--- src/sv/cstk_pkg.sv ---
package cstk_pkg;

  localparam int DEPTH_DEF = 16;
  localparam int ACTION_W  = 2;
  localparam int VALUE_W   = 8;
  localparam int STATUS_W  = 2;
  localparam int COUNT_W   = 5;

  typedef enum logic [ACTION_W-1:0] {
    ACT_PUSH   = 2'd0,
    ACT_REMOVE = 2'd1,
    ACT_POP    = 2'd2
  } action_t;

  typedef enum logic [STATUS_W-1:0] {
    ST_OK        = 2'd0,
    ST_NOT_FOUND = 2'd1,
    ST_EMPTY     = 2'd2,
    ST_FULL      = 2'd3
  } status_t;

  typedef enum logic [2:0] {
    S_IDLE,
    S_EXEC,
    S_SRCH,
    S_SHIFT,
    S_TOP,
    S_TOPW,
    S_DONE
  } ctl_state_t;

  typedef enum logic [3:0] {
    DP_NOP,
    DP_LATCH,
    DP_PUSH,
    DP_POP,
    DP_SRCH_START,
    DP_SRCH_NEXT,
    DP_SHIFT_RD,
    DP_SHIFT_STEP,
    DP_SHIFT_LAST,
    DP_TOP_RD,
    DP_TOP_LOAD
  } dp_op_t;

  typedef struct packed {
    dp_op_t  op;
    logic    st_we;
    status_t st;
  } dp_cmd_t;

  typedef struct packed {
    action_t act;
    logic    empty;
    logic    full;
    logic    match;
    logic    idx_zero;
    logic    idx_top;
    logic    shift_last;
  } dp_sts_t;

endpackage

--- src/sv/char_stack_with_remove_by_value.sv ---
// Byte stack of DEPTH entries with push, pop and remove of the newest entry equal to a
// given byte. A word is taken when start is high while busy is low, and its one result
// word shows on the out_ ports for exactly one cycle with out_valid; the receiver cannot
// stall it, so it must take every result as it comes. The entries live in a memory
// with one write and one read port whose read data is registered; each search step
// reads one entry and each shift step moves one entry, one entry per cycle. A push,
// a rejected operation or an ignored action ends without a memory read. A pop reads
// the new top back from memory, unless it empties the stack. A remove searches down
// from the top, closes the gap above its match by shifting those entries down, then
// reads the new top; a miss ends at the bottom. No word is taken until the result is out.
module char_stack_with_remove_by_value #(
  parameter int DEPTH = cstk_pkg::DEPTH_DEF
) (
  input  logic                           clk,
  input  logic                           rst_n,
  input  logic                           start,
  output logic                           busy,
  input  logic [cstk_pkg::ACTION_W-1:0]  in_action,
  input  logic [cstk_pkg::VALUE_W-1:0]   in_value,
  output logic                           out_valid,
  output logic [cstk_pkg::STATUS_W-1:0]  out_status,
  output logic [cstk_pkg::COUNT_W-1:0]   out_count,
  output logic [cstk_pkg::VALUE_W-1:0]   out_top_value
);
  import cstk_pkg::*;

  dp_cmd_t cmd;
  dp_sts_t sts;

  cstk_ctrl u_ctrl (
    .clk       (clk),
    .rst_n     (rst_n),
    .start     (start),
    .sts       (sts),
    .cmd       (cmd),
    .busy      (busy),
    .out_valid (out_valid)
  );

  cstk_dp #(
    .DEPTH (DEPTH)
  ) u_dp (
    .clk           (clk),
    .rst_n         (rst_n),
    .in_action     (in_action),
    .in_value      (in_value),
    .cmd           (cmd),
    .sts           (sts),
    .out_status    (out_status),
    .out_count     (out_count),
    .out_top_value (out_top_value)
  );

endmodule

--- src/sv/cstk_dp.sv ---
module cstk_dp #(
  parameter int DEPTH = cstk_pkg::DEPTH_DEF
) (
  input  logic                           clk,
  input  logic                           rst_n,
  input  logic [cstk_pkg::ACTION_W-1:0]  in_action,
  input  logic [cstk_pkg::VALUE_W-1:0]   in_value,
  input  cstk_pkg::dp_cmd_t              cmd,
  output cstk_pkg::dp_sts_t              sts,
  output logic [cstk_pkg::STATUS_W-1:0]  out_status,
  output logic [cstk_pkg::COUNT_W-1:0]   out_count,
  output logic [cstk_pkg::VALUE_W-1:0]   out_top_value
);
  import cstk_pkg::*;

  localparam int AW = $clog2(DEPTH);
  localparam int CW = $clog2(DEPTH + 1);

  logic [VALUE_W-1:0] mem [DEPTH];

  action_t            act_r;
  logic [VALUE_W-1:0] val_r;
  status_t            st_r;
  logic [CW-1:0]      cnt_r, cnt_nxt;
  logic [AW-1:0]      idx_r, idx_nxt;
  logic [VALUE_W-1:0] top_r, top_nxt;
  logic [VALUE_W-1:0] rd_data_r;

  logic               wr_en;
  logic [AW-1:0]      wr_addr;
  logic [VALUE_W-1:0] wr_data;
  logic               rd_en;
  logic [AW-1:0]      rd_addr;

  always_comb begin
    wr_en   = 1'b0;
    wr_addr = idx_r;
    wr_data = rd_data_r;
    rd_en   = 1'b0;
    rd_addr = idx_r;
    cnt_nxt = cnt_r;
    idx_nxt = idx_r;
    top_nxt = top_r;
    unique case (cmd.op)
      DP_PUSH: begin
        wr_en   = 1'b1;
        wr_addr = cnt_r[AW-1:0];
        wr_data = val_r;
        cnt_nxt = cnt_r + CW'(1);
        top_nxt = val_r;
      end
      DP_POP: begin
        cnt_nxt = cnt_r - CW'(1);
      end
      DP_SRCH_START: begin
        idx_nxt = AW'(cnt_r - CW'(1));
        rd_en   = 1'b1;
        rd_addr = AW'(cnt_r - CW'(1));
      end
      DP_SRCH_NEXT: begin
        idx_nxt = idx_r - AW'(1);
        rd_en   = 1'b1;
        rd_addr = idx_r - AW'(1);
      end
      DP_SHIFT_RD: begin
        rd_en   = 1'b1;
        rd_addr = idx_r + AW'(1);
      end
      DP_SHIFT_STEP: begin
        wr_en   = 1'b1;
        idx_nxt = idx_r + AW'(1);
        rd_en   = 1'b1;
        rd_addr = idx_r + AW'(2);
      end
      DP_SHIFT_LAST: begin
        wr_en   = 1'b1;
        cnt_nxt = cnt_r - CW'(1);
      end
      DP_TOP_RD: begin
        rd_en   = 1'b1;
        rd_addr = AW'(cnt_r - CW'(1));
      end
      DP_TOP_LOAD: begin
        top_nxt = rd_data_r;
      end
      default: begin
      end
    endcase
  end

  always_ff @(posedge clk) begin
    if (wr_en) begin
      mem[wr_addr] <= wr_data;
    end
    if (rd_en) begin
      rd_data_r <= mem[rd_addr];
    end
  end

  always_ff @(posedge clk) begin
    if (!rst_n) begin
      cnt_r <= '0;
    end else begin
      cnt_r <= cnt_nxt;
    end
  end

  always_ff @(posedge clk) begin
    idx_r <= idx_nxt;
    top_r <= top_nxt;
    if (cmd.op == DP_LATCH) begin
      act_r <= action_t'(in_action);
      val_r <= in_value;
      st_r  <= ST_OK;
    end else if (cmd.st_we) begin
      st_r <= cmd.st;
    end
  end

  assign sts.act        = act_r;
  assign sts.empty      = (cnt_r == '0);
  assign sts.full       = (cnt_r == CW'(DEPTH));
  assign sts.match      = (rd_data_r == val_r);
  assign sts.idx_zero   = (idx_r == '0);
  assign sts.idx_top    = ((CW'(idx_r) + CW'(1)) == cnt_r);
  assign sts.shift_last = ((CW'(idx_r) + CW'(2)) == cnt_r);

  assign out_status    = st_r;
  assign out_count     = COUNT_W'(cnt_r);
  assign out_top_value = (cnt_r == '0) ? '0 : top_r;

endmodule

--- src/sv/cstk_ctrl.sv ---
module cstk_ctrl (
  input  logic              clk,
  input  logic              rst_n,
  input  logic              start,
  input  cstk_pkg::dp_sts_t sts,
  output cstk_pkg::dp_cmd_t cmd,
  output logic              busy,
  output logic              out_valid
);
  import cstk_pkg::*;

  ctl_state_t state_r, state_nxt;

  always_ff @(posedge clk) begin
    if (!rst_n) begin
      state_r <= S_IDLE;
    end else begin
      state_r <= state_nxt;
    end
  end

  always_comb begin
    state_nxt = state_r;
    unique case (state_r)
      S_IDLE: begin
        if (start) begin
          state_nxt = S_EXEC;
        end
      end
      S_EXEC: begin
        unique case (sts.act)
          ACT_PUSH:   state_nxt = S_DONE;
          ACT_POP:    state_nxt = sts.empty ? S_DONE : S_TOP;
          ACT_REMOVE: state_nxt = sts.empty ? S_DONE : S_SRCH;
          default:    state_nxt = S_DONE;
        endcase
      end
      S_SRCH: begin
        if (sts.match) begin
          state_nxt = sts.idx_top ? S_TOP : S_SHIFT;
        end else if (sts.idx_zero) begin
          state_nxt = S_DONE;
        end
      end
      S_SHIFT: begin
        if (sts.shift_last) begin
          state_nxt = S_TOP;
        end
      end
      S_TOP:   state_nxt = sts.empty ? S_DONE : S_TOPW;
      S_TOPW:  state_nxt = S_DONE;
      S_DONE:  state_nxt = S_IDLE;
      default: state_nxt = S_IDLE;
    endcase
  end

  always_comb begin
    cmd.op    = DP_NOP;
    cmd.st_we = 1'b0;
    cmd.st    = ST_OK;
    unique case (state_r)
      S_IDLE: begin
        if (start) begin
          cmd.op = DP_LATCH;
        end
      end
      S_EXEC: begin
        unique case (sts.act)
          ACT_PUSH: begin
            if (sts.full) begin
              cmd.st_we = 1'b1;
              cmd.st    = ST_FULL;
            end else begin
              cmd.op = DP_PUSH;
            end
          end
          ACT_POP: begin
            if (sts.empty) begin
              cmd.st_we = 1'b1;
              cmd.st    = ST_EMPTY;
            end else begin
              cmd.op = DP_POP;
            end
          end
          ACT_REMOVE: begin
            if (sts.empty) begin
              cmd.st_we = 1'b1;
              cmd.st    = ST_EMPTY;
            end else begin
              cmd.op = DP_SRCH_START;
            end
          end
          default: begin
          end
        endcase
      end
      S_SRCH: begin
        if (sts.match) begin
          cmd.op = sts.idx_top ? DP_POP : DP_SHIFT_RD;
        end else if (sts.idx_zero) begin
          cmd.st_we = 1'b1;
          cmd.st    = ST_NOT_FOUND;
        end else begin
          cmd.op = DP_SRCH_NEXT;
        end
      end
      S_SHIFT: cmd.op = sts.shift_last ? DP_SHIFT_LAST : DP_SHIFT_STEP;
      S_TOP: begin
        if (!sts.empty) begin
          cmd.op = DP_TOP_RD;
        end
      end
      S_TOPW:  cmd.op = DP_TOP_LOAD;
      S_DONE: begin
      end
      default: begin
      end
    endcase
  end

  assign busy      = (state_r != S_IDLE);
  assign out_valid = (state_r == S_DONE);

endmodule

--- config.mk ---
export PLATFORM = sky130hd
export DESIGN_NAME = char_stack_with_remove_by_value
export DESIGN_NICKNAME = d
export VERILOG_FILES = /design/src/sv/cstk_pkg.sv /design/src/sv/char_stack_with_remove_by_value.sv /design/src/sv/cstk_dp.sv /design/src/sv/cstk_ctrl.sv
export SDC_FILE = /design/constraint.sdc
export NUM_CORES = 1
export LEC_CHECK = 0
export ABC_CLOCK_PERIOD_IN_PS = 8650
export BUFFER_PORTS_ARGS = -buffer_cell sky130_fd_sc_hd__buf_2
export CAP_MARGIN = 20
export CELL_PAD_IN_SITES_DETAIL_PLACEMENT = 0
export CELL_PAD_IN_SITES_GLOBAL_PLACEMENT = 1
export CORE_MARGIN = 4
export CORE_UTILIZATION = 58
export CTS_BUF_LIST = sky130_fd_sc_hd__clkbuf_4
export DETAILED_ROUTE_END_ITERATION = 16
export PLACE_DENSITY_LB_ADDON = 0.1
export SETUP_SLACK_MARGIN = 0.4
export SYNTH_ARGS = -nofsm -noshare
export SYNTH_HDL_FRONTEND = slang
export SYNTH_SLANG_ARGS = --single-unit
--- constraint.sdc ---
create_clock -name clk -period 8.65 [get_ports clk]
set_clock_uncertainty 0.05 [all_clocks]
set_input_delay 0 -clock clk [delete_from_list [all_inputs] [get_ports clk]]
set_output_delay 0 -clock clk [all_outputs]
set_load 0.05 [all_outputs]
## After elaboration in Yosys (flattened, before gate mapping)

Memories as Yosys holds them, arrays and structs flattened. A register that Yosys moved wholly into a read port is not among the register bits.
Cells that the tools add are included.

| word-level totals | value |
|---|---|
| memory bits (read-only) | 0 |
| word-level logic and storage cells | 90 |
| latch bits | 0 |
| memory bits (writable) | 128 |
| output and inout port bits | 17 |
| memories kept | 1 |
| input port bits | 13 |
| register bits | 32 |

| cells by class | value |
|---|---|
| multipliers | 0 |
| bitwise logic cells | 0 |
| magnitude comparators | 0 |
| equality and inequality tests | 25 |
| reduce and logical (&&, ||, !) cells | 13 |
| shift operators | 0 |
| add/sub/neg operators | 7 |
| multiplexer cells | 37 |
| divide/modulo/power cells | 0 |

Memories:

| name | depth | bits a word | read ports | clocked after Yosys merged registers in | write ports | RTL line | source |
|---|---|---|---|---|---|---|---|
| u_dp.mem | 16 | 8 | 1 | 1 | 1 | cstk_dp.sv:19 | `logic [VALUE_W-1:0] mem [DEPTH];` |

Operators by type and width:

| operator | count |
|---|---|
| $mux 3 | 13 |
| $pmux 4 s6 | 1 |
| $pmux 7 s3 | 1 |
| $pmux 3 s6 | 1 |
| $eq 4x3->1 const B | 4 |
| $mux 4 | 4 |
| $mux 8 | 2 |
| $pmux 4 s4 | 1 |
| $pmux 8 s2 | 1 |
| $eq 4x4->1 const B | 3 |
| $pmux 3 s2 | 2 |
| $pmux 4 s3 | 1 |
| $eq 5x5->1 | 2 |
| $pmux 5 s2 | 1 |
| $eq 3x3->1 const B | 3 |
| $eq 4x2->1 const B | 2 |
| $eq 8x8->1 | 1 |
| $mux 2 | 4 |
| $eq 3x2->1 const B | 2 |
| $reduce_bool 3->1 | 2 |
| $add 4x1->5 const B | 1 |
| $add 4x2->5 const B | 1 |
| $add 5x1->5 const B | 1 |
| $eq 5x5->1 const B | 1 |
| other kinds (21) | 27 |

## Longest topological paths before layout

Gate-level depths: netlist of the first run.

| depth | value |
|---|---|
| word-level depth | 10 |
| mapped depth | 16 |

## Cells and area by module

A second synthesis of the first run with hierarchy kept.

| unflattened totals | value |
|---|---|
| cell total of the unflattened synthesis | 597 |
| area total of the unflattened synthesis | 8237.9 um^2 |

By module, submodules not included:

| module | times used | area an instance (um^2) | sequential area each (um^2) | cells each |
|---|---|---|---|---|
| cstk_dp | 1 | 7757.4 | 4884.7 | 526 |
| cstk_ctrl | 1 | 480.5 | 60.1 | 71 |

## Least setup slack after synthesis of the first run

No wires, ideal clock.

| path | value |
|---|---|
| path type | flip-flop to flip-flop |
| start point | register u_dp.cnt_r[0], in the netlist u_dp.out_count[0] |
| end point | register u_dp.rd_data_r[0] (read register of u_dp.mem) (data pin) |
| arrival time | 3.703 ns |
| stages on the path, launching flop included | 16 |
| clock period less this slack | 4.020 ns |
| library setup time | 0.267 ns |
| path slack | 4.630 ns |
| cell sequence | dfxtp_1 buf_2 inv_1 ha_1 or4b_4 o21ai_1 o21ai_1 or3_4 and2_4 buf_6 or3_1 a21oi_2 buf_6 mux4_2 o22ai_1 nor4b_2 |

| on the way | value |
|---|---|
| word-level cells in the longest chain between the ends | 7 |
| elaborated cells between the ends (all ways) | 23 |
| those cells by class | 1 x add/sub; 8 x eq/ne; 11 x mux; 3 x reduce/logical |

RTL lines:

| item | RTL line | source |
|---|---|---|
| start: declaration | cstk_dp.sv:24 | `logic [CW-1:0] cnt_r, cnt_nxt;` |
| start signal: assignment | cstk_dp.sv:104 | `cnt_r <= cnt_nxt;` |
| $eq 5x5->1 (tied with other cells) | cstk_dp.sv:122 | `assign sts.full = (cnt_r == CW'(DEPTH));` |
| $mux 2 (tied with other cells) | cstk_ctrl.sv:70 | `if (sts.full) begin` |
| $pmux 7 s3 or $mux 4 (tied branches) | cstk_ctrl.sv:68, cstk_ctrl.sv:98 |  |
| $pmux 4 s6 | cstk_ctrl.sv:61 | `unique case (state_r)` |
| $eq 4x3->1 or $eq 4x4->1 (tied branches) | cstk_dp.sv:44 | `unique case (cmd.op)` |
| $reduce_or 2->1 (no line) or $reduce_or 5->1 (tied branches) | n/a |  |
| $pmux 4 s4 or $mux 1 (tied branches) | cstk_dp.sv:44 |  |
| end: declaration | cstk_dp.sv:27 | `logic [VALUE_W-1:0] rd_data_r;` |

Several ways; a longest one is shown, not always the timed one.
A chain may end at the register's enable or synchronous reset.

## Worst setup path in the final report of the first run

| path | value |
|---|---|
| start point | register u_dp.idx_r[2] |
| end point | register u_dp.rd_data_r[2] (read register of u_dp.mem) (data pin) |

| on the way | value |
|---|---|
| word-level cells in the longest chain between the ends | 8 |
| elaborated cells between the ends (all ways) | 22 |
| those cells by class | 5 x add/sub; 7 x eq/ne; 7 x mux; 3 x reduce/logical |

RTL lines:

| item | RTL line | source |
|---|---|---|
| start: declaration | cstk_dp.sv:25 | `logic [AW-1:0] idx_r, idx_nxt;` |
| start signal: assignment | cstk_dp.sv:109 | `idx_r <= idx_nxt;` |
| $add 4x1->5 | cstk_dp.sv:125 | `assign sts.idx_top = ((CW'(idx_r) + CW'(1)) == cnt_r);` |
| $eq 5x5->1 | cstk_dp.sv:125 |  |
| $mux 3 | cstk_ctrl.sv:99 | `cmd.op = sts.idx_top ? DP_POP : DP_SHIFT_RD;` |
| $mux 4 | cstk_ctrl.sv:98 | `if (sts.match) begin` |
| $pmux 4 s6 | cstk_ctrl.sv:61 |  |
| $eq 4x3->1 or $eq 4x4->1 (tied branches) | cstk_dp.sv:44 |  |
| $reduce_or 2->1 (no line) or $reduce_or 5->1 (tied branches) | n/a |  |
| $pmux 4 s4 or $mux 1 (tied branches) | cstk_dp.sv:44 |  |

Several ways; a longest one is shown, not always the timed one.

==> results.toml, run 1 <==
[power]
vdd.ir_drop.worst_uv = 171
post-layout-total-power_mw = 3.12
power_density_nw_per_um2 = 364
cellLeakagePower_nw = 2.90

[placement]
place.port_buffers = 29
placer_congestion = 0.871
detailedPlacementHpwl_um = 11600
dp_cells = 724

[synthesis]
synth_top_cell_by_area = "sky130_fd_sc_hd__edfxtp_1"
yosysTopAreaCellShare_pct = 60.4
syn-num-nets = 566
dominantRegCellSynth = "sky130_fd_sc_hd__edfxtp_1"
yosysMostFrequentCell = "sky130_fd_sc_hd__edfxtp_1"
netlist_top_cells_count = "sky130_fd_sc_hd__edfxtp_1, sky130_fd_sc_hd__nor2_1, sky130_fd_sc_hd__nand2_1, sky130_fd_sc_hd__mux2i_1, sky130_fd_sc_hd__mux2_2"
synth_edf_count = 158
synthesis.area_per_instance_um2 = 14.5
yosys_warnings = 0
synthArstFlopShare_pct = 0
ys_seq_area_share_pct = 62.9
yosys.cell_types.count = 65
synth_seq_cells = 168
syn-instance-count = 541
synth.top_cells.by_area = "sky130_fd_sc_hd__edfxtp_1, sky130_fd_sc_hd__mux4_2, sky130_fd_sc_hd__mux2i_1"
syn-cell-area_um2 = 7860

[layout]
multi_input_comb_area_um2 = 2720
final_cells = 770
final_nets = 606
diodes = 0
fillerInstances = 1020
post_route_cells_drive_above_1_share_pct = 20.0
syn_to_final_growth_pct = 8.96
seq_area_um2 = 4940

[timing]
final_min_period_over_clock_period_pct = 59.0
setup_tns_ps = 0
finalMaxSlewViolations = 0
final-hold-violation-count = 0
rsz0062_at_grt = "no"
tightest_slew_ps = 1000
clock.fmax_mhz = 196
finalSetupViolations = 0
headroom_to_the_max_slew_limit_pct = 33.2
min_period_ps = 5100

[min_path]
timing.hold.worst_endpoint = "u_dp.act_r[1]$_DFFE_PN_"
worstHoldPathCells = 2
min-delay-start = "in_action[1]"
hp-class = "in2reg"

[setup_path]
cp_arrival_ps = 5340
worst-r2r-setup-slack_ps = 3550
required_ps = 8890
timing.rr.start = "u_dp.idx_r[2]$_DFFE_PP_"
timing.critical_path.to_type = "flop"
worst-setup-path-type = "reg2reg"
critical_path.reg2reg.endpoint = "u_dp.rd_data_r[2]$_DFFE_PP_"
crit_start_category = "flop"
timing.reg2reg.worst_path_depth = 13
crit_path_max_fanout = 56

[global_routing]
leftover_overflow_at_the_end_of_global_routing = 0
grtUsageTotal_pct = 22.4
first_global_vias = 4433
grt_antenna_before_repair = 0
grt_start_max_net_pins = 57
global_route_wire_length_before_repair_um = 26400

[route]
number_of_design_rule_violations_left_by_the_first_detailed_router_iteration = 538
dr_total_vias = 4786
drt-vias-per-instance = 6.22
routed_wire_length_per_instance_um = 22.2
dr.pass1.iters = 6
wirelength_um = 17100
post-route-drc-count = 0
drtAntennaViolNets = 0

[job]
maxCapViolCount = 0

[clock_network]
number_of_cts_inserted_buffers = 17
cts_tree = "done"
worst_setup_hold_path_clk_slew_ps = 140
clk_root_buffer_cell = "sky130_fd_sc_hd__clkbuf_4"
cts_num_sinks = 168
clock_latency_reported_for_the_late_side_of_the_worst_skew_pair_ps = 550
cts.htree.levels = 4
cts.path.max_buffers = 2

[floorplan]
core_um2 = 13200
die-height_um = 124
placement_rows = 42
dieWidth_um = 124
die-area_um2 = 15500
initial_core_utilization_pct = 59.4
ioPinCount = 30

[run_status]
status = "completed"
-- timing repair --
| item | 4_1_cts | 5_1_grt |
|---|---|---|
| gates resized for setup | 0 | 0 |
| buffers inserted | 0 | 0 |
| hold buffers | 12 | 0 |
| endpoints found under the hold margin | 18 | 0 |
-- sequential cells by signal, indices dropped and copies added (netlist names), 3 cells and up --
name,flops
u_dp.top_r,8
u_ctrl.state_r,3
u_dp.out_count,5
u_dp.rd_data_r,8
u_dp.idx_r,4
u_dp.mem,128
u_dp.val_r,8
-- worst max-delay path, stage by stage, from the launching register on --
cell,delay (ps)
sky130_fd_sc_hd__edfxtp_1,640
sky130_fd_sc_hd__inv_1,210
sky130_fd_sc_hd__ha_1,380
sky130_fd_sc_hd__xor2_1,160
sky130_fd_sc_hd__nor3_1,390
sky130_fd_sc_hd__a31oi_1,200
sky130_fd_sc_hd__or3_4,450
sky130_fd_sc_hd__and2_4,200
sky130_fd_sc_hd__or3_1,350
sky130_fd_sc_hd__a21oi_4,120
sky130_fd_sc_hd__buf_4,680
sky130_fd_sc_hd__mux4_2,630
sky130_fd_sc_hd__o22ai_1,290
sky130_fd_sc_hd__nor4b_2,90
-- where the power goes --
| part | switching, mW | internal [mW] |
|---|---|---|
| Combinational | 0.878 | 0.501 |
| Clock | 0.274 | 0.231 |
| Sequential | 0.108 | 1.12 |
| Total | 1.26 | 1.86 |
-- cell families (layout without fill, tap and decap cells) --
kind of cell               after synthesis  count (layout)  synth area share, %
DFF                                    168             168                 62.9
AOI/OAI and AO/OA                       93              93                 8.40
xor gates and xnor gates                27              27                 3.01
adders and majority gates               12              12                 1.91
buffers and inverters                   38              91                 2.77
and+or+nand+nor                        145             145                 10.8
muxes                                   58              58                 10.2
-- layout by cell type (no fill, tap or decap), types with 3 or more instances in the layout --
cell and instances:
sky130_fd_sc_hd__a211o_1 3, sky130_fd_sc_hd__a211oi_1 12, sky130_fd_sc_hd__a21oi_1 14, sky130_fd_sc_hd__a22o_1 8
sky130_fd_sc_hd__a31oi_1 6, sky130_fd_sc_hd__and2_1 8, sky130_fd_sc_hd__buf_2 29, sky130_fd_sc_hd__bufinv_16 4
sky130_fd_sc_hd__clkbuf_4 18, sky130_fd_sc_hd__dfxtp_1 10, sky130_fd_sc_hd__dlygate4sd3_1 12, sky130_fd_sc_hd__edfxtp_1 158
sky130_fd_sc_hd__ha_1 12, sky130_fd_sc_hd__inv_1 14, sky130_fd_sc_hd__mux2_2 17, sky130_fd_sc_hd__mux2i_1 25
sky130_fd_sc_hd__mux4_2 16, sky130_fd_sc_hd__nand2_1 31, sky130_fd_sc_hd__nand3_1 5, sky130_fd_sc_hd__nand3b_1 6
sky130_fd_sc_hd__nor2_1 42, sky130_fd_sc_hd__nor2b_1 9, sky130_fd_sc_hd__nor3_1 9, sky130_fd_sc_hd__nor3b_1 3
sky130_fd_sc_hd__nor4b_1 3, sky130_fd_sc_hd__nor4b_2 9, sky130_fd_sc_hd__o21ai_0 9, sky130_fd_sc_hd__o22ai_1 11
sky130_fd_sc_hd__xnor2_1 12, sky130_fd_sc_hd__xor2_1 15
-- layer usage --
metal,global-route usage (%),vias up,wire length [µm]
met2,32.7,222,7790
li1,-,2190,-
met3,6.00,17,1330
met4,5.16,0,180
met1,34.0,2357,7800
met5,0,-,0
-- metrics by stage --
stage	worst slack [ps]	area, µm²	utilization (%)	hold WS (ps)
after global placement	3250	8100	61.1	130
after CTS	3130	8540	64.5	73.2
after floorplan	4630	7860	-	48.9
final	3550	8570	64.7	118
after detailed placement	3190	8100	61.1	129
after global routing	3100	8570	64.7	67.1
-- cell type report --
class | count | share of cell area [%]
Timing Repair Buffer | 45 | 3.53
Sequential cell | 168 | 57.7
Clock buffer | 17 | 1.49
Tap cell | 176 | 2.57
Clock inverter | 15 | 2.32
Multi-Input combinational cell | 335 | 31.7
Inverter | 14 | 0.613
-- how the worst max path moves through the flow --
stage | startpoint | end | depth (start not counted)
finish | u_dp.idx_r[2]$_DFFE_PP_ | u_dp.rd_data_r[2]$_DFFE_PP_ | 13
CTS | u_dp.idx_r[1]$_DFFE_PP_ | u_dp.mem[13][0]$_DFFE_PP_ | 12
global route | u_dp.idx_r[1]$_DFFE_PP_ | u_dp.mem[13][5]$_DFFE_PP_ | 12
global placement | u_dp.idx_r[2]$_DFFE_PP_ | u_dp.mem[13][0]$_DFFE_PP_ | 12
floorplan | u_dp.out_count[0]$_SDFFE_PN0P_ | u_dp.rd_data_r[0]$_DFFE_PP_ | 15
detailed placement | u_dp.idx_r[1]$_DFFE_PP_ | u_dp.mem[13][7]$_DFFE_PP_ | 12
(Power assumes the default switching activity.)
==> run 2: changes to the inputs <==
--- a/config.mk
+++ b/config.mk
@@ -5,13 +5,13 @@
 export SDC_FILE = /design/constraint.sdc
 export NUM_CORES = 1
 export LEC_CHECK = 0
-export ABC_CLOCK_PERIOD_IN_PS = 8650
+export ABC_CLOCK_PERIOD_IN_PS = 5100
 export BUFFER_PORTS_ARGS = -buffer_cell sky130_fd_sc_hd__buf_2
 export CAP_MARGIN = 20
 export CELL_PAD_IN_SITES_DETAIL_PLACEMENT = 0
 export CELL_PAD_IN_SITES_GLOBAL_PLACEMENT = 1
 export CORE_MARGIN = 4
-export CORE_UTILIZATION = 58
+export CORE_UTILIZATION = 54
 export CTS_BUF_LIST = sky130_fd_sc_hd__clkbuf_4
 export DETAILED_ROUTE_END_ITERATION = 16
 export PLACE_DENSITY_LB_ADDON = 0.1
==> constraint.sdc (replaced) <==
create_clock -name clk -period 5.1 [get_ports clk]
set_clock_uncertainty 0.05 [all_clocks]
set_input_delay 0 -clock clk [delete_from_list [all_inputs] [get_ports clk]]
set_output_delay 0 -clock clk [all_outputs]
set_load 0.05 [all_outputs]
==> run 2 against run 1 <==
Net effect:
- non-clock buffer count is 33 higher
- total power is 72% higher
- cell count is 4.8% higher
- critical path type unchanged
- highest routed layer unchanged
==> results.toml, run 2 (synthesis gave the netlist of run 1 again) <==
[timing]
tightest_slew_ps = 789
setup_tns_ps = 0
rsz0062_at_grt = "no"
headroom_to_the_max_slew_limit_pct = 47.4
fin_ws_ps = 698
finalSetupViolations = 0
finalMaxSlewViolations = 0
min_period_ps = 4400
clock.fmax_mhz = 227
final-hold-violation-count = 0
final_min_period_over_clock_period_pct = 86.3

[clock_network]
cts_num_sinks = 168
cts_tree = "done"
worst_setup_hold_path_clk_slew_ps = 160
clk_root_buffer_cell = "sky130_fd_sc_hd__clkbuf_4"
cts.htree.levels = 4
cts.path.max_buffers = 2
clock_latency_reported_for_the_late_side_of_the_worst_skew_pair_ps = 560
number_of_cts_inserted_buffers = 17

[floorplan]
ioPinCount = 30
dieWidth_um = 129
initial_core_utilization_pct = 56.0
core_um2 = 14000
die-height_um = 129
placement_rows = 43
die-area_um2 = 16600

[setup_path]
critical_path.reg2reg.endpoint = "u_dp.rd_data_r[0]$_DFFE_PP_"
critical_path_depth = 13
critPathBufInv = 2
worst-r2r-setup-slack_ps = 700
crit_path_top_delay_cell = "sky130_fd_sc_hd__edfxtp_1"
timing.reg2reg.worst_path_depth = 13
critPathCapture = "u_dp.rd_data_r[0]$_DFFE_PP_"
worst-setup-path-type = "reg2reg"
crit_path_max_fanout = 39
timing.critical_path.max_delay_family = "simple AND/OR/NAND/NOR gates"
critical-path-max-stage-delay_ps = 570
timing.rr.start = "u_dp.idx_r[1]$_DFFE_PP_"
required_ps = 5350
timing.critical_path.to_type = "flop"
crit_start_category = "flop"
startpoint = "u_dp.idx_r[1]$_DFFE_PP_"
cp_cell_sequence = "inv_1 > ha_1 > xor2_1 > nor3_2 > a31oi_1 > or3_4 > and2_4 > or3_1 > a21oi_4 > buf_12 > mux4_2 > o22ai_1 > nor4b_2"
cp_arrival_ps = 4650

[route]
post-route-drc-count = 0
drtAntennaViolNets = 0
number_of_design_rule_violations_left_by_the_first_detailed_router_iteration = 375
dr_total_vias = 4857
drt-vias-per-instance = 6.02
routed_wire_length_per_instance_um = 21.5
dr.pass1.iters = 6
wirelength_um = 17400

[power]
p_sw_mw = 2.22
vdd.ir_drop.worst_uv = 275
share_clk_of_total_power_pct = 15.5
combPwrFrac_pct = 45.8
post-layout-total-power_mw = 5.35
internal_power_mw = 3.13
sequential_group_share_of_total_power_pct = 38.7
cellLeakagePower_nw = 3.08
power_density_nw_per_um2 = 605
power.switching_fraction_pct = 41.5

[layout]
final_util_pct = 62.9
layout.cells.most_common_list = "sky130_fd_sc_hd__edfxtp_1, sky130_fd_sc_hd__nor2_1, sky130_fd_sc_hd__buf_4, sky130_fd_sc_hd__nand2_1, sky130_fd_sc_hd__buf_2"
largest_reg_flops = 128
area_of_all_placed_cells_without_fillers_um2 = 8840
post_route_cells_drive_above_1_share_pct = 24.9
mostFrequentLayoutCell = "sky130_fd_sc_hd__edfxtp_1"
diodes = 0
syn_to_final_growth_pct = 12.4
final_nets = 639
registers.top_by_ff_count = "u_dp.mem"

[placement]
placer_congestion = 0.924
detailedPlacementHpwl_um = 11800
place.port_buffers = 29
preCtsSetupSlack_ps = 591
placedInstanceArea_um2 = 8350

[global_routing]
global_route_wire_length_before_repair_um = 26700
grt_antenna_before_repair = 0
grtUsageTotal_pct = 21.7
first_global_vias = 4606
grt_start_max_net_pins = 40
leftover_overflow_at_the_end_of_global_routing = 0

[job]
maxCapViolCount = 0

[min_path]
hp-class = "in2reg"

[run_status]
status = "completed"
-- run 2: cell types whose count changed in the layout (fill, tap and decap cells not counted), sizes merged --
cell / before / now
inv: 17 / 23
clkbuf: 18 / 17
clkinvlp: 2 / 0
buf: 32 / 66
clkinv: 6 / 5
bufinv: 4 / 1
-- run 2: timing repair --
item,4_1_cts,5_1_grt
hold buffers,12,0
endpoints found under the setup margin,0,8
resized for setup,0,2
buffers inserted,0,2
hold endpoints to repair,18,0
-- run 2: how the worst min path moves through the flow --
stage,from,endpoint,cells after the start
final,in_action[1],u_dp.act_r[1]$_DFFE_PN_,2
after global routing,in_action[0],u_dp.act_r[0]$_DFFE_PN_,2
after CTS,in_action[1],u_dp.act_r[1]$_DFFE_PN_,2
after detailed placement,in_value[6],u_dp.val_r[6]$_DFFE_PN_,1
after global placement,in_action[0],u_dp.act_r[0]$_DFFE_PN_,1
after floorplan,in_action[0],u_dp.act_r[0]$_DFFE_PN_,0
-- run 2: layout make-up --
type                    instances  area, µm²
repair buffers                 78        563
multi-input cells             335       2730
clock inverters                15        195
well taps                     180        225
flip-flops and latches        168       4940
clock buffers                  17        128
inverters                      14       52.6
fillers                      1093       5200
-- run 2: stage by stage --
step           cells  hold WS, ps
2_1_floorplan    541         48.9
3_3_place_gp     760          128
3_5_place_dp     760          128
4_1_cts          804         38.8
5_1_grt          807         50.4
6_report         807          101
-- run 2: per-layer routing --
metal | up-vias | GRT usage (%) | part of all wire, %
met4 | 0 | 4.94 | 0.51
met3 | 8 | 4.90 | 6.0
li1 | 2255 | - | -
met1 | 2438 | 32.7 | 47
met2 | 156 | 32.8 | 46
met5 | - | 0 | 0
-- run 2: power by group through the flow --
stage / clock (mW) / combinational (mW) / sequential [mW]
after floorplan: 0 / 1.81 / 2.05
after global placement: 0 / 2.37 / 2.10
after detailed placement: 0 / 2.40 / 2.10
after CTS: 0.843 / 2.41 / 2.07
after global routing: 0.907 / 2.65 / 2.09
final: 0.827 / 2.45 / 2.07
==> run 3: changes to the inputs <==
--- a/config.mk
+++ b/config.mk
@@ -5,13 +5,13 @@
 export SDC_FILE = /design/constraint.sdc
 export NUM_CORES = 1
 export LEC_CHECK = 0
-export ABC_CLOCK_PERIOD_IN_PS = 5100
+export ABC_CLOCK_PERIOD_IN_PS = 3700
 export BUFFER_PORTS_ARGS = -buffer_cell sky130_fd_sc_hd__buf_2
 export CAP_MARGIN = 20
 export CELL_PAD_IN_SITES_DETAIL_PLACEMENT = 0
 export CELL_PAD_IN_SITES_GLOBAL_PLACEMENT = 1
 export CORE_MARGIN = 4
-export CORE_UTILIZATION = 54
+export CORE_UTILIZATION = 49
 export CTS_BUF_LIST = sky130_fd_sc_hd__clkbuf_4
 export DETAILED_ROUTE_END_ITERATION = 16
 export PLACE_DENSITY_LB_ADDON = 0.1
==> constraint.sdc (replaced) <==
create_clock -name clk -period 3.7 [get_ports clk]
set_clock_uncertainty 0.05 [all_clocks]
set_input_delay 0 -clock clk [delete_from_list [all_inputs] [get_ports clk]]
set_output_delay 0 -clock clk [all_outputs]
set_load 0.05 [all_outputs]
==> run 3 against run 2 <==
Net effect:
- the flow now finishes with violations (setup timing)
- flip-flop and latch count is the same
- critical path depth increased by 3
- routed wire length increased by 22%
- first-iteration DRC count is 63% higher
- non-clock buffer count is 73 higher
- worst hold slack improved by 9.5 ps
- sequential share of layout area is 8.1 points lower
- critical path type unchanged
- critical endpoint is now u_dp.rd_data_r[6]$_DFFE_PP_
- largest power group unchanged
- highest routed layer unchanged
==> results.toml, run 3 (synthesis gave the netlist of run 1 again) <==
[clock_network]
clock_latency_reported_for_the_late_side_of_the_worst_skew_pair_ps = 540
number_of_cts_inserted_buffers = 17
clk_root_buffer_cell = "sky130_fd_sc_hd__clkbuf_4"
cts_num_sinks = 168
cts.path.max_buffers = 2
worst_setup_hold_path_clk_slew_ps = 140
cts_tree = "done"
cts.htree.levels = 4

[floorplan]
core_um2 = 15800
dieWidth_um = 135
initial_core_utilization_pct = 49.7
die-area_um2 = 18100
placement_rows = 46
die-height_um = 135
ioPinCount = 30

[layout]
diodes = 0
multi_input_comb_area_um2 = 3410
seq_area_um2 = 4960
final_nets = 718
post_route_cells_drive_above_1_share_pct = 43.8
syn_to_final_growth_pct = 31.8
registers.top_by_ff_count = "u_dp.mem"
largest_reg_flops = 128
fillerInstances = 1140
mostFrequentLayoutCell = "sky130_fd_sc_hd__edfxtp_1"
final_cells = 922
layout.cells.most_common_list = "sky130_fd_sc_hd__edfxtp_1, sky130_fd_sc_hd__buf_4, sky130_fd_sc_hd__nand2_1, sky130_fd_sc_hd__buf_2, sky130_fd_sc_hd__mux2i_1"

[route]
dr_total_vias = 5403
drtAntennaViolNets = 0
routed_wire_length_per_instance_um = 23.0
post-route-drc-count = 0
drt-vias-per-instance = 5.86
wirelength_um = 21200
number_of_design_rule_violations_left_by_the_first_detailed_router_iteration = 610
dr.pass1.iters = 5

[setup_path]
startpoint = "u_dp.idx_r[1]$_DFFE_PP_"
timing.reg2reg.worst_path_depth = 16
crit_start_category = "flop"
worst-r2r-setup-slack_ps = -120
worst-setup-path-type = "reg2reg"
crit_path_max_fanout = 5
cp_arrival_ps = 4050
critical_path.reg2reg.endpoint = "u_dp.rd_data_r[6]$_DFFE_PP_"
timing.rr.start = "u_dp.idx_r[1]$_DFFE_PP_"
timing.critical_path.to_type = "flop"
required_ps = 3940

[timing]
clock.fmax_mhz = 262
setup_tns_ps = -445
fin_ws_ps = -115
finalSetupViolations = 8
rsz0062_at_grt = "yes"
final_min_period_over_clock_period_pct = 103
headroom_to_the_max_slew_limit_pct = 59.5
final-hold-violation-count = 0
tightest_slew_ps = 599
finalMaxSlewViolations = 0
min_period_ps = 3820

[global_routing]
leftover_overflow_at_the_end_of_global_routing = 0
grt_antenna_before_repair = 1
grtUsageTotal_pct = 22.4
grt_start_max_net_pins = 26
first_global_vias = 5152
global_route_wire_length_before_repair_um = 30200

[power]
cellLeakagePower_nw = 3.71
power_density_nw_per_um2 = 849
p_sw_mw = 3.67
vdd.ir_drop.worst_uv = 521
share_clk_of_total_power_pct = 10.5
internal_power_mw = 5.12
combPwrFrac_pct = 56.8
sequential_group_share_of_total_power_pct = 32.7
power.switching_fraction_pct = 41.8

[job]
maxCapViolCount = 0

[placement]
dp_cells = 842
detailedPlacementHpwl_um = 13000
place.port_buffers = 29
placer_congestion = 0.873

[run_status]
status = "finished with violations"
violations = "setup timing"

[min_path]
worstHoldPathCells = 2
hp-class = "in2reg"
min-delay-start = "in_value[4]"
timing.hold.worst_endpoint = "u_dp.val_r[4]$_DFFE_PN_"
run 3: metal layers:
metal | track usage (%) | part of all wire (%) | wire length, µm
met1 | 32.7 | 45 | 9460
met2 | 35.4 | 47 | 10000
met3 | 5.03 | 7.2 | 1520
met4 | 3.56 | 0.95 | 201
met5 | 0 | 0 | 0
run 3: how the worst max path moves through the flow:
| stage | end |
|---|---|
| 2_1_floorplan | u_dp.rd_data_r[1]$_DFFE_PP_ |
| 3_3_place_gp | u_dp.rd_data_r[1]$_DFFE_PP_ |
| 3_5_place_dp | u_dp.rd_data_r[1]$_DFFE_PP_ |
| 4_1_cts | u_dp.rd_data_r[1]$_DFFE_PP_ |
| 5_1_grt | u_dp.rd_data_r[6]$_DFFE_PP_ |
| 6_report | u_dp.rd_data_r[6]$_DFFE_PP_ |
run 3: critical path, cell delays in order (launching register included):
cell	delay (ps)
sky130_fd_sc_hd__edfxtp_1	460
sky130_fd_sc_hd__inv_2	120
sky130_fd_sc_hd__buf_4	120
sky130_fd_sc_hd__ha_4	200
sky130_fd_sc_hd__xnor2_2	140
sky130_fd_sc_hd__o211ai_1	120
sky130_fd_sc_hd__a211oi_2	170
sky130_fd_sc_hd__buf_4	180
sky130_fd_sc_hd__a2111o_1	280
sky130_fd_sc_hd__nor2_2	80
sky130_fd_sc_hd__a211o_1	290
sky130_fd_sc_hd__a21oi_4	180
sky130_fd_sc_hd__buf_12	150
sky130_fd_sc_hd__clkbuf_16	160
sky130_fd_sc_hd__mux4_2	550
sky130_fd_sc_hd__o22ai_4	230
sky130_fd_sc_hd__nor4b_2	80
run 3: layout make-up:
type | count | share of cell area [%]
clock buffers | 18 | 1.30
clock inverters | 14 | 0.978
inverters | 14 | 0.579
multi-input cells | 341 | 32.9
flip-flops and latches | 168 | 47.8
well taps | 216 | 2.61
repair buffers | 151 | 13.8
run 3: repair_timing:
action                                 CTS  global route
hold buffers                            12             0
gates cloned                             5             6
endpoints found under the hold margin   18             0
gates resized for setup                 58            46
pin swaps                               15            22
setup buffers                           15            10
setup endpoints to repair              265           276
run 3: power by group through the flow:
stage / Combinational [mW] / Sequential (mW) / Clock (mW)
after CTS: 4.40 / 2.82 / 0.936
final: 5.00 / 2.87 / 0.924
after floorplan: 2.68 / 2.84 / 0
after global placement: 3.95 / 2.84 / 0
after global routing: 5.28 / 2.88 / 1.03
after detailed placement: 4.02 / 2.85 / 0
run 3: per-stage QoR:
stage / hold WS [ps] / area (µm²) / setup WS [ps] / power (mW) / utilization, %
2_1_floorplan: 48.9 / 8070 / -70.1 / 5.52 / -
5_1_grt: 59.5 / 10400 / -223 / 9.20 / 65.5
4_1_cts: 79.6 / 9900 / -48.6 / 8.16 / 62.6
3_3_place_gp: 130 / 9050 / -202 / 6.79 / 57.2
6_report: 110 / 10400 / -115 / 8.80 / 65.5
3_5_place_dp: 129 / 9050 / -226 / 6.87 / 57.2
